[config.mk]
export PLATFORM = sky130hd
export DESIGN_NAME = circular_double_ended_queue
export DESIGN_NICKNAME = d
export VERILOG_FILES = /design/src/rtl/core/cdq_pkg.sv /design/src/rtl/core/cdq_front.sv /design/src/rtl/core/cdq_cmd_fifo.sv /design/src/rtl/core/cdq_back.sv /design/src/rtl/core/circular_double_ended_queue.sv
export SDC_FILE = /design/constraint.sdc
export NUM_CORES = 1
export LEC_CHECK = 0
export BUFFER_PORTS_ARGS = -buffer_cell sky130_fd_sc_hd__buf_4
export CORE_AREA = 2 2 221 223
export DETAILED_ROUTE_END_ITERATION = 12
export DIE_AREA = 0 0 223 225
export PLACE_DENSITY = 0.74
export SKIP_CTS_REPAIR_TIMING = 1
export SYNTH_ARGS = -nofsm -noshare
export SYNTH_HDL_FRONTEND = slang
export SYNTH_SLANG_ARGS = --single-unit
[constraint.sdc]
create_clock -name i_clk -period 9.8 [get_ports i_clk]
set_input_delay 0.49 -clock i_clk [delete_from_list [all_inputs] [get_ports i_clk]]
set_output_delay 0.49 -clock i_clk [all_outputs]
set_load 0.01 [all_outputs]
[src/rtl/core/cdq_pkg.sv]
// Shared types and constants for the circular double-ended queue.
// Holds opcode and status codes, the command record and the opcode decoder.
// No dependencies.
package cdq_pkg;

    localparam int DATA_W     = 32;
    localparam int OPC_W      = 3;
    localparam int STATUS_W   = 2;
    localparam int DEPTH_DEF  = 16;
    localparam int CMDQ_DEPTH = 2;
    localparam int CMDQ_AW    = $clog2(CMDQ_DEPTH);
    localparam int CMDQ_CW    = $clog2(CMDQ_DEPTH + 1);

    // opcode field codes
    localparam logic [OPC_W-1:0] OPC_PUSH_HEAD = 3'd0;
    localparam logic [OPC_W-1:0] OPC_PUSH_TAIL = 3'd1;
    localparam logic [OPC_W-1:0] OPC_POP_HEAD  = 3'd2;
    localparam logic [OPC_W-1:0] OPC_POP_TAIL  = 3'd3;
    localparam logic [OPC_W-1:0] OPC_LIST      = 3'd4;

    // status field codes
    localparam logic [STATUS_W-1:0] ST_OK    = 2'd0;
    localparam logic [STATUS_W-1:0] ST_FULL  = 2'd1;
    localparam logic [STATUS_W-1:0] ST_EMPTY = 2'd2;

    typedef enum logic [2:0] {
        OP_PUSH_HEAD,
        OP_PUSH_TAIL,
        OP_POP_HEAD,
        OP_POP_TAIL,
        OP_LIST
    } t_op;

    typedef struct packed {
        t_op                     op;
        logic signed [DATA_W-1:0] value;
    } t_cmd;

    typedef struct packed {
        logic known;
        t_op  op;
    } t_class;

    // Map an opcode to a back-end operation; unknown codes are dropped.
    function automatic t_class classify(input logic [OPC_W-1:0] opc);
        t_class c;
        c.known = 1'b1;
        c.op    = OP_PUSH_HEAD;
        case (opc)
            OPC_PUSH_HEAD: c.op = OP_PUSH_HEAD;
            OPC_PUSH_TAIL: c.op = OP_PUSH_TAIL;
            OPC_POP_HEAD:  c.op = OP_POP_HEAD;
            OPC_POP_TAIL:  c.op = OP_POP_TAIL;
            OPC_LIST:      c.op = OP_LIST;
            default:       c.known = 1'b0;
        endcase
        return c;
    endfunction

endpackage

[src/rtl/core/cdq_front.sv]
// Front end: accepts input requests, decodes the opcode and drops unknown codes.
// Feeds decoded commands to the command queue. Uses cdq_pkg.
module cdq_front
    import cdq_pkg::*;
(
    input  logic                     i_clk,
    input  logic                     i_rst_n,
    input  logic                     i_in_valid,
    output logic                     o_in_stall,
    input  logic [OPC_W-1:0]         i_opcode,
    input  logic signed [DATA_W-1:0] i_push_value,
    output logic                     o_q_wr,
    output t_cmd                     o_q_cmd,
    input  logic                     i_q_full
);

    logic   r_valid;
    logic   n_valid;
    t_cmd   r_cmd;
    t_class w_class;
    logic   w_accept;

    // hold the request while the queue is full
    assign o_in_stall = r_valid && i_q_full;
    assign w_accept   = i_in_valid && !o_in_stall;
    assign w_class    = classify(i_opcode);

    always_comb begin
        if (w_accept) begin
            n_valid = w_class.known;
        end else begin
            n_valid = r_valid && i_q_full;
        end
    end

    always_ff @(posedge i_clk) begin
        if (!i_rst_n) begin
            r_valid <= 1'b0;
        end else begin
            r_valid <= n_valid;
        end
    end

    // capture the decoded command
    always_ff @(posedge i_clk) begin
        if (w_accept) begin
            r_cmd.op    <= w_class.op;
            r_cmd.value <= i_push_value;
        end
    end

    assign o_q_wr  = r_valid && !i_q_full;
    assign o_q_cmd = r_cmd;

endmodule

[src/rtl/core/cdq_cmd_fifo.sv]
// Short command queue between the front end and the back end.
// Lets either side stall on its own. Uses cdq_pkg.
module cdq_cmd_fifo
    import cdq_pkg::*;
(
    input  logic i_clk,
    input  logic i_rst_n,
    input  logic i_wr,
    input  t_cmd i_wr_cmd,
    output logic o_full,
    output logic o_rd_valid,
    output t_cmd o_rd_cmd,
    input  logic i_rd_pop
);

    t_cmd               r_mem [CMDQ_DEPTH];
    logic [CMDQ_AW-1:0] r_wr_ptr;
    logic [CMDQ_AW-1:0] r_rd_ptr;
    logic [CMDQ_CW-1:0] r_count;
    logic               w_wr;
    logic               w_rd;

    assign o_full     = (r_count == CMDQ_CW'(CMDQ_DEPTH));
    assign o_rd_valid = (r_count != '0);
    assign o_rd_cmd   = r_mem[r_rd_ptr];
    assign w_wr       = i_wr && !o_full;
    assign w_rd       = i_rd_pop && o_rd_valid;

    // advance pointers and occupancy
    always_ff @(posedge i_clk) begin
        if (!i_rst_n) begin
            r_wr_ptr <= '0;
            r_rd_ptr <= '0;
            r_count  <= '0;
        end else begin
            if (w_wr) begin
                r_wr_ptr <= r_wr_ptr + 1'b1;
            end
            if (w_rd) begin
                r_rd_ptr <= r_rd_ptr + 1'b1;
            end
            if (w_wr && !w_rd) begin
                r_count <= r_count + 1'b1;
            end else if (w_rd && !w_wr) begin
                r_count <= r_count - 1'b1;
            end
        end
    end

    // store the entry
    always_ff @(posedge i_clk) begin
        if (w_wr) begin
            r_mem[r_wr_ptr] <= i_wr_cmd;
        end
    end

endmodule

[src/rtl/core/cdq_back.sv]
// Back end: runs commands on the circular buffer and drives the result register.
// Holds the buffer memory, head and tail indices and the empty flag. Uses cdq_pkg.
module cdq_back
    import cdq_pkg::*;
#(
    parameter int DEPTH = DEPTH_DEF
) (
    input  logic                       i_clk,
    input  logic                       i_rst_n,
    input  logic                       i_cmd_valid,
    input  t_cmd                       i_cmd,
    output logic                       o_cmd_pop,
    output logic                       o_out_valid,
    input  logic                       i_out_stall,
    output logic [STATUS_W-1:0]        o_status,
    output logic signed [DATA_W-1:0]   o_out_value,
    output logic                       o_last
);

    localparam int IDX_W = (DEPTH > 1) ? $clog2(DEPTH) : 1;

    typedef enum logic [1:0] {
        S_IDLE,
        S_POP,
        S_LIST
    } t_state;

    function automatic logic [IDX_W-1:0] next_slot(input logic [IDX_W-1:0] i);
        return (i == IDX_W'(DEPTH - 1)) ? '0 : i + 1'b1;
    endfunction

    function automatic logic [IDX_W-1:0] prev_slot(input logic [IDX_W-1:0] i);
        return (i == '0) ? IDX_W'(DEPTH - 1) : i - 1'b1;
    endfunction

    logic [DATA_W-1:0]   r_mem [DEPTH];
    logic [DATA_W-1:0]   r_rd_data;

    t_state              r_state, n_state;
    logic [IDX_W-1:0]    r_head, n_head;
    logic [IDX_W-1:0]    r_tail, n_tail;
    logic                r_empty, n_empty;
    logic [IDX_W-1:0]    r_walk, n_walk;
    logic                r_at_tail, n_at_tail;
    logic                r_out_valid, n_out_valid;
    logic [STATUS_W-1:0] r_status, n_status;
    logic [DATA_W-1:0]   r_value, n_value;
    logic                r_last, n_last;

    logic                w_out_free;
    logic                w_full;
    logic                w_we;
    logic [IDX_W-1:0]    w_wa;
    logic                w_re;
    logic [IDX_W-1:0]    w_ra;
    logic [IDX_W-1:0]    w_slot;

    assign w_out_free = !r_out_valid || !i_out_stall;
    assign w_full     = !r_empty && (r_head == next_slot(r_tail));

    always_comb begin
        n_state     = r_state;
        n_head      = r_head;
        n_tail      = r_tail;
        n_empty     = r_empty;
        n_walk      = r_walk;
        n_at_tail   = r_at_tail;
        n_out_valid = r_out_valid && i_out_stall;
        n_status    = r_status;
        n_value     = r_value;
        n_last      = r_last;
        o_cmd_pop   = 1'b0;
        w_we        = 1'b0;
        w_wa        = '0;
        w_re        = 1'b0;
        w_ra        = r_head;
        w_slot      = '0;

        case (r_state)
            S_IDLE: begin
                if (i_cmd_valid && w_out_free) begin
                    o_cmd_pop   = 1'b1;
                    n_out_valid = 1'b1;
                    n_status    = ST_OK;
                    n_value     = '0;
                    n_last      = 1'b1;
                    case (i_cmd.op)
                        OP_PUSH_HEAD, OP_PUSH_TAIL: begin
                            if (w_full) begin
                                n_status = ST_FULL;
                            end else begin
                                w_we = 1'b1;
                                if (r_empty) begin
                                    // first entry always lands in slot zero
                                    n_head  = '0;
                                    n_tail  = '0;
                                    n_empty = 1'b0;
                                    w_wa    = '0;
                                end else if (i_cmd.op == OP_PUSH_HEAD) begin
                                    w_slot = prev_slot(r_head);
                                    n_head = w_slot;
                                    w_wa   = w_slot;
                                end else begin
                                    w_slot = next_slot(r_tail);
                                    n_tail = w_slot;
                                    w_wa   = w_slot;
                                end
                            end
                        end
                        OP_POP_HEAD, OP_POP_TAIL: begin
                            if (r_empty) begin
                                n_status = ST_EMPTY;
                            end else begin
                                // read the slot now; S_POP emits it once the output is free
                                n_out_valid = 1'b0;
                                w_re        = 1'b1;
                                w_ra        = (i_cmd.op == OP_POP_HEAD) ? r_head : r_tail;
                                n_state     = S_POP;
                                if (r_head == r_tail) begin
                                    n_empty = 1'b1;
                                    n_head  = '0;
                                    n_tail  = '0;
                                end else if (i_cmd.op == OP_POP_HEAD) begin
                                    n_head = next_slot(r_head);
                                end else begin
                                    n_tail = prev_slot(r_tail);
                                end
                            end
                        end
                        OP_LIST: begin
                            if (r_empty) begin
                                n_status = ST_EMPTY;
                            end else begin
                                n_out_valid = 1'b0;
                                w_re        = 1'b1;
                                w_ra        = r_head;
                                n_walk      = r_head;
                                n_at_tail   = (r_head == r_tail);
                                n_state     = S_LIST;
                            end
                        end
                        default: begin
                            n_out_valid = 1'b0;
                        end
                    endcase
                end
            end
            S_POP: begin
                if (w_out_free) begin
                    n_out_valid = 1'b1;
                    n_status    = ST_OK;
                    n_value     = r_rd_data;
                    n_last      = 1'b1;
                    n_state     = S_IDLE;
                end
            end
            S_LIST: begin
                // emit one entry per free output slot, walking head to tail
                if (w_out_free) begin
                    n_out_valid = 1'b1;
                    n_status    = ST_OK;
                    n_value     = r_rd_data;
                    n_last      = r_at_tail;
                    if (r_at_tail) begin
                        n_state = S_IDLE;
                    end else begin
                        w_slot    = next_slot(r_walk);
                        n_walk    = w_slot;
                        w_re      = 1'b1;
                        w_ra      = w_slot;
                        n_at_tail = (w_slot == r_tail);
                    end
                end
            end
            default: begin
                n_state = S_IDLE;
            end
        endcase
    end

    always_ff @(posedge i_clk) begin
        if (!i_rst_n) begin
            r_state     <= S_IDLE;
            r_head      <= '0;
            r_tail      <= '0;
            r_empty     <= 1'b1;
            r_walk      <= '0;
            r_at_tail   <= 1'b0;
            r_out_valid <= 1'b0;
            r_status    <= ST_OK;
            r_value     <= '0;
            r_last      <= 1'b0;
        end else begin
            r_state     <= n_state;
            r_head      <= n_head;
            r_tail      <= n_tail;
            r_empty     <= n_empty;
            r_walk      <= n_walk;
            r_at_tail   <= n_at_tail;
            r_out_valid <= n_out_valid;
            r_status    <= n_status;
            r_value     <= n_value;
            r_last      <= n_last;
        end
    end

    // buffer memory: one write port, one registered read port
    always_ff @(posedge i_clk) begin
        if (w_we) begin
            r_mem[w_wa] <= i_cmd.value;
        end
        if (w_re) begin
            r_rd_data <= r_mem[w_ra];
        end
    end

    assign o_out_valid = r_out_valid;
    assign o_status    = r_status;
    assign o_out_value = r_value;
    assign o_last      = r_last;

endmodule

[src/rtl/core/circular_double_ended_queue.sv]
// Circular double-ended queue. Synchronous active-low reset empties the queue and both
// indices return to 0; buffer contents are undefined until written. Pop and list
// results also pass the buffer read register. The back end takes one push per cycle
// while the output is not stalled; a pop holds it in S_POP until the value is emitted,
// and a list emits one entry per cycle from the buffer read port while not stalled.
module circular_double_ended_queue
    import cdq_pkg::*;
#(
    parameter int DEPTH = DEPTH_DEF
) (
    input  logic                     i_clk,
    input  logic                     i_rst_n,
    input  logic                     i_in_valid,
    output logic                     o_in_stall,
    input  logic [OPC_W-1:0]         i_opcode,
    input  logic signed [DATA_W-1:0] i_push_value,
    output logic                     o_out_valid,
    input  logic                     i_out_stall,
    output logic [STATUS_W-1:0]      o_status,
    output logic signed [DATA_W-1:0] o_out_value,
    output logic                     o_last
);

    logic w_q_wr;
    t_cmd w_q_wr_cmd;
    logic w_q_full;
    logic w_cmd_valid;
    t_cmd w_cmd;
    logic w_cmd_pop;

    cdq_front u_front (
        .i_clk        (i_clk),
        .i_rst_n      (i_rst_n),
        .i_in_valid   (i_in_valid),
        .o_in_stall   (o_in_stall),
        .i_opcode     (i_opcode),
        .i_push_value (i_push_value),
        .o_q_wr       (w_q_wr),
        .o_q_cmd      (w_q_wr_cmd),
        .i_q_full     (w_q_full)
    );

    cdq_cmd_fifo u_cmdq (
        .i_clk      (i_clk),
        .i_rst_n    (i_rst_n),
        .i_wr       (w_q_wr),
        .i_wr_cmd   (w_q_wr_cmd),
        .o_full     (w_q_full),
        .o_rd_valid (w_cmd_valid),
        .o_rd_cmd   (w_cmd),
        .i_rd_pop   (w_cmd_pop)
    );

    cdq_back #(
        .DEPTH (DEPTH)
    ) u_back (
        .i_clk       (i_clk),
        .i_rst_n     (i_rst_n),
        .i_cmd_valid (w_cmd_valid),
        .i_cmd       (w_cmd),
        .o_cmd_pop   (w_cmd_pop),
        .o_out_valid (o_out_valid),
        .i_out_stall (i_out_stall),
        .o_status    (o_status),
        .o_out_value (o_out_value),
        .o_last      (o_last)
    );

    // a refused request is a single result with a zero value
    a_refused_single: assert property (@(posedge i_clk) disable iff (!i_rst_n)
        (o_out_valid && o_status != ST_OK) |-> (o_last && o_out_value == '0))
        else $error("refused result not single or value not zero");

    // the back end only takes commands the queue holds
    a_pop_has_cmd: assert property (@(posedge i_clk) disable iff (!i_rst_n)
        w_cmd_pop |-> w_cmd_valid)
        else $error("command taken from empty queue");

    // a known opcode that is accepted reaches the front register
    a_known_captured: assert property (@(posedge i_clk) disable iff (!i_rst_n)
        (i_in_valid && !o_in_stall && (i_opcode == OPC_PUSH_HEAD ||
         i_opcode == OPC_PUSH_TAIL || i_opcode == OPC_POP_HEAD ||
         i_opcode == OPC_POP_TAIL || i_opcode == OPC_LIST))
        |=> (w_q_wr || o_in_stall))
        else $error("accepted request lost in front end");

endmodule

After elaboration in Yosys (flattened, before gate mapping):

Memory sizes are Yosys's and may differ from the RTL's. A register that Yosys moved wholly into a read port is not among the register bits.
Cells that the tools add are included.

* flip-flop bits (word level): 92
* bits in writable memories: 582
* memories: 2

Memories
* u_back.r_mem: depth 16, bits a word 32, rd ports 1, clocked after Yosys merged registers in 1, wr ports 1, RTL line cdq_back.sv:36 `logic [DATA_W-1:0] r_mem [DEPTH];`
* u_cmdq.r_mem: depth 2, bits a word 35, rd ports 1, clocked after Yosys merged registers in 1, wr ports 1, RTL line cdq_cmd_fifo.sv:16 `t_cmd r_mem [CMDQ_DEPTH];`

* add/subtract/negate cells: 9
* eq/ne operators: 34
* multiplexer cells: 96
* reduce and logical (&&, ||, !) cells: 42

Operators with widths (number)
* two-way mux 4 bit: 34
* two-way mux 32 bit: 2
* case mux 32 bit (2 select lines): 1
* two-way mux 1 bit: 34
* case mux 4 bit (2 select lines): 4
* AND reduction 7 bit: 3
* two-way mux 2 bit: 10
* adder 4 x 1 -> 4 bit, second input constant: 3
* equality test 3 x 2 -> 1 bit, second input constant: 4
* equality test 4 bit: 3
* equality test 4 bit, second input constant: 3
* != test 3 bit, second input constant: 4
* case mux 2 bit (2 select lines): 3
* case mux 3 bit (4 select lines): 1
* logical AND 1 bit: 10
* != test 2 x 1 -> 1 bit, second input constant: 5
* != test 2 bit, second input constant: 5
* case mux 1 bit (2 select lines): 5
* nonzero test 2 bit: 5
* zero test 4 bit: 2
* AND reduction 4 bit: 2
* subtractor 4 x 1 -> 4 bit, second input constant: 2
* zero test 1 bit: 7
* equality test 3 x 1 -> 1 bit, second input constant: 2
* other kinds (20): 27

Longest topological paths before layout:

* depth in word-level cells: 10
* mapped depth: 14
* gate-level depth less buffers: 9

Modules after synthesis:

Synthesis repeated with hierarchy kept, for this count alone.

* cell total of the unflattened synthesis: 1980
* area total of the unflattened synthesis: 28090.7 um2

Modules (own cells, without submodules)
* cdq_back: instances 1, cells an instance 1801, area each 24192.0 um2, sequential area each 17376.7 um2
* cdq_cmd_fifo: instances 1, cells an instance 134, area each 2760.1 um2, sequential area each 2202.1 um2
* cdq_front: instances 1, cells an instance 45, area each 1138.6 um2, sequential area each 1071.0 um2

Worst setup path before layout:

Ideal clock, no wire load.

* path type: register -> register
* start: register u_back.r_tail[0]
* end: memory u_back.r_mem[0][0], enable pin
* library setup time: 0.501 ns
* arrival: 5.167 ns
* path slack: 4.132 ns
* stages on the path, launching flop included: 11
* path buffers: 1
* path through: dfxtp_1 -> buf_2 -> inv_2 -> ha_1 -> xor2_1 -> nor2_1 -> o21ai_0 -> nor4b_4 -> nor3_1 -> a21boi_1 -> nor4_1

* longest elaborated chain between the ends: 10
* elaborated cells between the ends (all ways): 17
* classes of those cells: 1 x add/sub; 2 x eq/ne; 13 x mux; 1 x reduce/logical

Ends and longest elaborated chain
* start, declared: RTL line cdq_back.sv:41 `logic [IDX_W-1:0] r_tail, n_tail;`
* start signal, assigned: RTL line cdq_back.sv:196 `r_tail <= n_tail;`
* adder 4 x 1 -> 4 bit or equality test 4 bit (tied branches): RTL line cdq_back.sv:29 `return (i == IDX_W'(DEPTH - 1)) ? '0 : i + 1'b1;`
* two-way mux 4 bit (*): RTL line cdq_back.sv:29
* equality test 4 bit: RTL line cdq_back.sv:59 `assign w_full = !r_empty && (r_head == next_slot(r_tail));`
* logical AND 1 bit: RTL line cdq_back.sv:59
* two-way mux 1 bit: RTL line cdq_back.sv:89 `if (w_full) begin`
* two-way mux 1 bit: RTL line cdq_back.sv:87 `case (i_cmd.op)`
* two-way mux 1 bit: RTL line cdq_back.sv:81 `if (i_cmd_valid && w_out_free) begin`
* two-way mux 1 bit: RTL line cdq_back.sv:79 `case (r_state)`
* two-way mux 1 bit: RTL line cdq_back.sv:209 `if (w_we) begin`
* two-way mux 1 bit (not written as such): RTL line cdq_back.sv:210 `r_mem[w_wa] <= i_cmd.value;`
* end, declared: RTL line cdq_back.sv:36

Mark *: on every way between the ends. The rest lies on a longest branch, timed or not.

Worst setup path in the final report:

* start: register u_back.r_state[0]
* end: register u_back.r_rd_data[2], read port of u_back.r_mem (data pin)

* longest elaborated chain between the ends: 2
* elaborated cells between the ends (all ways): 4
* classes of those cells: 1 x eq/ne; 2 x mux; 1 x reduce/logical

Ends and longest elaborated chain
* start, declared: RTL line cdq_back.sv:39 `t_state r_state, n_state;`
* start signal, assigned: RTL line cdq_back.sv:194 `r_state <= n_state;`
* equality test 2 bit or zero test 2 bit (tied branches)
* case mux 4 bit (2 select lines) or case mux 1 bit (2 select lines) (tied branches): RTL line cdq_back.sv:79
* end, declared: RTL line cdq_back.sv:37 `logic [DATA_W-1:0] r_rd_data;`

Several ways; a longest one is shown, not always the timed one.
A chain may end at the register's enable or synchronous reset.

==> summary.md <==
| Metric | Value |
|---|---|
| Residual DRC | `0` |
| Die W | `~220 um` |
| Post-route design area | `0.0310 mm^2` |
| Final hold slack | `approximately 63 ps` |
| Hold Path Class | `in2reg` |
| Setup-failing EPs final | `0` |
| Detailed Place HPWL | `around 31 mm` |
| RSZ-0062 raised after global routing | `false` |
| Gr usage total | `24.4%` |
| Syn nets | `between 1.5k and 2k` |
| Clk_lat worst skew | `600 ps` |
| Pin slew with the least headroom to its limit | `1150 ps` |
| Warnings from Yosys | `0` |
| Clock Tree Buf Depth | `3` |
| Relative max-transition margin | `23.2%` |
| First-pass GRT wire length | `89.5 mm` |
| WS Path Type | `reg2reg` |
| Power per cell area | `~260 mW/mm^2` |
| Core area | `about 0.048 mm^2` |
| Gr ovfl total | `0` |
| Top_reg_cell synth | `edfxtp_1` |
| Largest family of logic cells by synthesized area | `multiplexers` |
| Mux share of post-synthesis cell area | `about an eighth` |
| Largest net degree at the start of global routing | `161` |
| Layout Nets | `between 1.5k and 2k` |
| IO buf count | `75` |
| CTS tree | `built` |
| Fin. max-slew vios | `0` |
| First-pass iteration count of the detailed router | `7` |
| Worst EP required | `approximately 10,000 ps` |
| Synth cell types | `63` |
| Sequential element share of the synthesized area | `between 70% and 80%` |
| Fin. Hold Viols | `0` |
| Final WL | `around 60 mm` |
| Routed length per instance | `26.4 um` |
| Final Skew | `roughly 26 ps` |
| Root buffer cell | `clkbuf_16` |
| Area grow syn2layout | `13.2%` |
| Fmax | `slightly above 0.2 GHz` |
| Total Power | `0.00792 W` |
| Crit. End Element | `flop` |
| Number of diodes | `0` |
| Synth Area in Adders | `less than 1%` |
| Avg Cell Area, Syn | `roughly 18 um^2` |
| Compound-Gate Fraction of Synth Area | `4.80%` |
| Vias/cell | `approximately 6.3` |
| Filler cell count | `3,106` |
| FP Rows | `80` |
| Clock slew seen by the registers of the worst setup and hold paths | `approximately 60 ps` |
| # IOs | `76` |
| Layout cell share with drive strength beyond 1 | `24.3%` |
| Starting DRT DRC Count | `roughly 1.7k` |
| Die Y | `between 200 and 250 um` |
| Synth async-reset ratio | `0%` |
| Max cap viols | `0` |
| Placer congestion estimate | `~0.81` |
| Status | `finished clean` |
| Cts bufs inserted | `approximately 70` |
| Static Leak | `10.0 nW` |
| Worst path slowest cell | `buf_4` |
| Mapped Area | `around 0.027 mm^2` |
| Synth Register Bits | `around 710` |
| Final critical-path share of the clock period | `between 40 and 50%` |
| Xor/xnor share of the synthesized area | `less than 1%` |
| Post-Syn Instances | `approximately 1.5k` |
| Startpoint types | `flop` |
| Vias in the first global route | `~14k` |
| H-Tree Depth | `3` |
| Vias | `~14k` |
| Post-route ant nets | `0` |
| Slowest stage delay, CP | `between 800 and 900 ps` |
| Initial Util | `between 50% and 60%` |
| Initial antenna violation count | `1` |
| Crit-path cells | `inv_1 > ha_1 > nand2b_1 > a211oi_4 > o21ai_2 > a222oi_1 > buf_12 > buf_4 > mux4_2 > a22oi_1 > nand3_1` |
| Max VDD drop | `approximately 0.24 mV` |
| Clock Sink Count | `between 700 and 800` |
| Post-Route Setup TNS | `0 ps` |
| Total die area | `between 0.05 and 0.06 mm^2` |
| Simple-gate share of the synthesized area | `4.87%` |
| Crit Path Max Fanout | `roughly 100` |
| Number of synthesized flops with an enable pin | `649` |
| Cell area after placement | `between 0.02 and 0.03 mm^2` |
| Final min period | `roughly 4800 ps` |
| WP data arrival | `between 5000 and 6000 ps` |
[through the flow]
| stage | setup slack, ps | util [%] | std cells |
|---|---|---|---|
| 2_1_floorplan | 4130 | - | 1521 |
| 3_3_place_gp | 5070 | 60.4 | 2153 |
| 3_5_place_dp | 4980 | 60.4 | 2153 |
| 4_1_cts | 4930 | 65.3 | 2280 |
| 5_1_grt | 4540 | 65.3 | 2280 |
| 6_report | 4960 | 65.3 | 2280 |
[cells by family after synthesis]
family,after synthesis
flip-flops,707
AND/OR/NAND/NOR,287
multiplexers,204
AO/OA/AOI/OAI,192
buffers and inverters,104
XOR/XNOR,17
adder cells (fa/ha/maj),10
[final timing paths]
path | end | slack (ps) | cells past startpoint | startpoint
worst min register to register | u_cmdq.r_mem[0][0] | 440 | 0 | u_front.o_q_cmd[0]
worst min-delay path | u_front.o_q_cmd[5] | 60 | 1 | i_push_value[5]
worst max register to register | u_back.r_rd_data[2] | 4960 | 11 | u_back.r_state[0]
worst max-delay path | u_back.r_rd_data[2] | 4960 | 11 | u_back.r_state[0]
[report_power, final]
part / total [W] / switching [W] / internal [W]
Clock: 0.00266 / 0.00109 / 0.00158
Sequential: 0.00361 / 0.0000689 / 0.00355
Combinational: 0.00164 / 0.000987 / 0.000650
Total: 0.00792 / 0.00214 / 0.00577
[state kept, by name (all words and copies together) (netlist names), named ones only]
| signal | count |
|---|---|
| u_back.r_state | 2 |
| u_cmdq.r_rd_ptr | 1 |
| u_back.r_tail | 4 |
| u_back.o_status | 2 |
| u_back.r_rd_data | 32 |
| u_back.r_walk | 4 |
| u_back.r_empty | 1 |
| u_cmdq.r_wr_ptr | 1 |
| u_back.r_mem | 512 |
| u_back.r_head | 4 |
| u_cmdq.r_count | 2 |
| u_front.r_valid | 1 |
| u_cmdq.r_mem | 70 |
| u_front.o_q_cmd | 35 |
| u_back.r_at_tail | 1 |
| u_back.o_last | 1 |
| u_back.o_out_value | 32 |
| u_back.o_out_valid | 1 |
[synthesized netlist by cell type, types with 3 or more instances]
cell	number	area (um^2)
a211oi_1	6	45.0
a21o_1	4	30.0
a21oi_1	53	265
a221oi_1	5	43.8
a22oi_1	36	270
a31oi_1	3	18.8
and2_1	4	25.0
buf_1	5	18.8
buf_2	12	60.1
buf_4	10	75.1
buf_6	4	45.0
buf_8	3	45.0
clkbuf_1	54	203
dfxtp_1	58	1160
edfxtp_1	649	19500
ha_1	10	125
inv_1	14	52.6
mux2_2	67	754
mux2i_1	41	410
mux4_2	96	2160
nand2_1	121	454
nand2b_1	8	50.1
nand3_1	70	350
nor2_1	43	161
nor2b_1	9	56.3
nor3_1	10	50.1
nor4_1	6	37.5
o2111ai_1	4	35.0
o211ai_1	34	255
o21ai_0	14	70.1
o22ai_1	5	31.3
xnor2_1	11	96.3
xor2_1	6	52.6
[routing by layer]
metal | vias up | global-route usage, % | wire length, um
met5 | - | 0 | 13
met4 | 2 | 6.97 | 1200
met3 | 99 | 4.92 | 5020
met2 | 692 | 40.6 | 30300
met1 | 7273 | 33.2 | 23600
li1 | 6241 | - | -
[layout make-up]
cell class	count	area, um^2	share of cell area (%)
Inverter	15	56.3	0.181
Multi-Input combinational cell	710	6440	20.7
Clock buffer	93	1930	6.22
Timing Repair Buffer	106	821	2.64
Tap cell	615	769	2.48
Sequential cell	707	20700	66.5
Clock inverter	34	367	1.18
[cells in the final DEF (no fill, tap or decap), types with 13 or more instances in the layout]
cell / synthesis / final
buf_4: 10 / 104
o211ai_1: 34 / 34
o21ai_0: 14 / 13
a21oi_1: 53 / 52
nand3_1: 70 / 70
mux4_2: 96 / 96
clkbuf_1: 54 / 17
mux2_2: 67 / 67
inv_1: 14 / 13
clkbuf_16: 0 / 73
mux2i_1: 41 / 41
dfxtp_1: 58 / 57
a22oi_1: 36 / 36
nor2_4: 0 / 16
nand2_1: 121 / 121
edfxtp_1: 649 / 649
nor2_1: 43 / 26
[critical path, delay by kind of cell, from the launching register on]
family,cells,cell delay (ps)
AND/OR/NAND/NOR,2,310
adder cells (fa/ha/maj),1,530
multiplexers,1,600
AO/OA/AOI/OAI,4,1130
buffers and inverters,3,1520
flip-flops,1,330
Note: power is estimated with default switching activity, not from simulation.
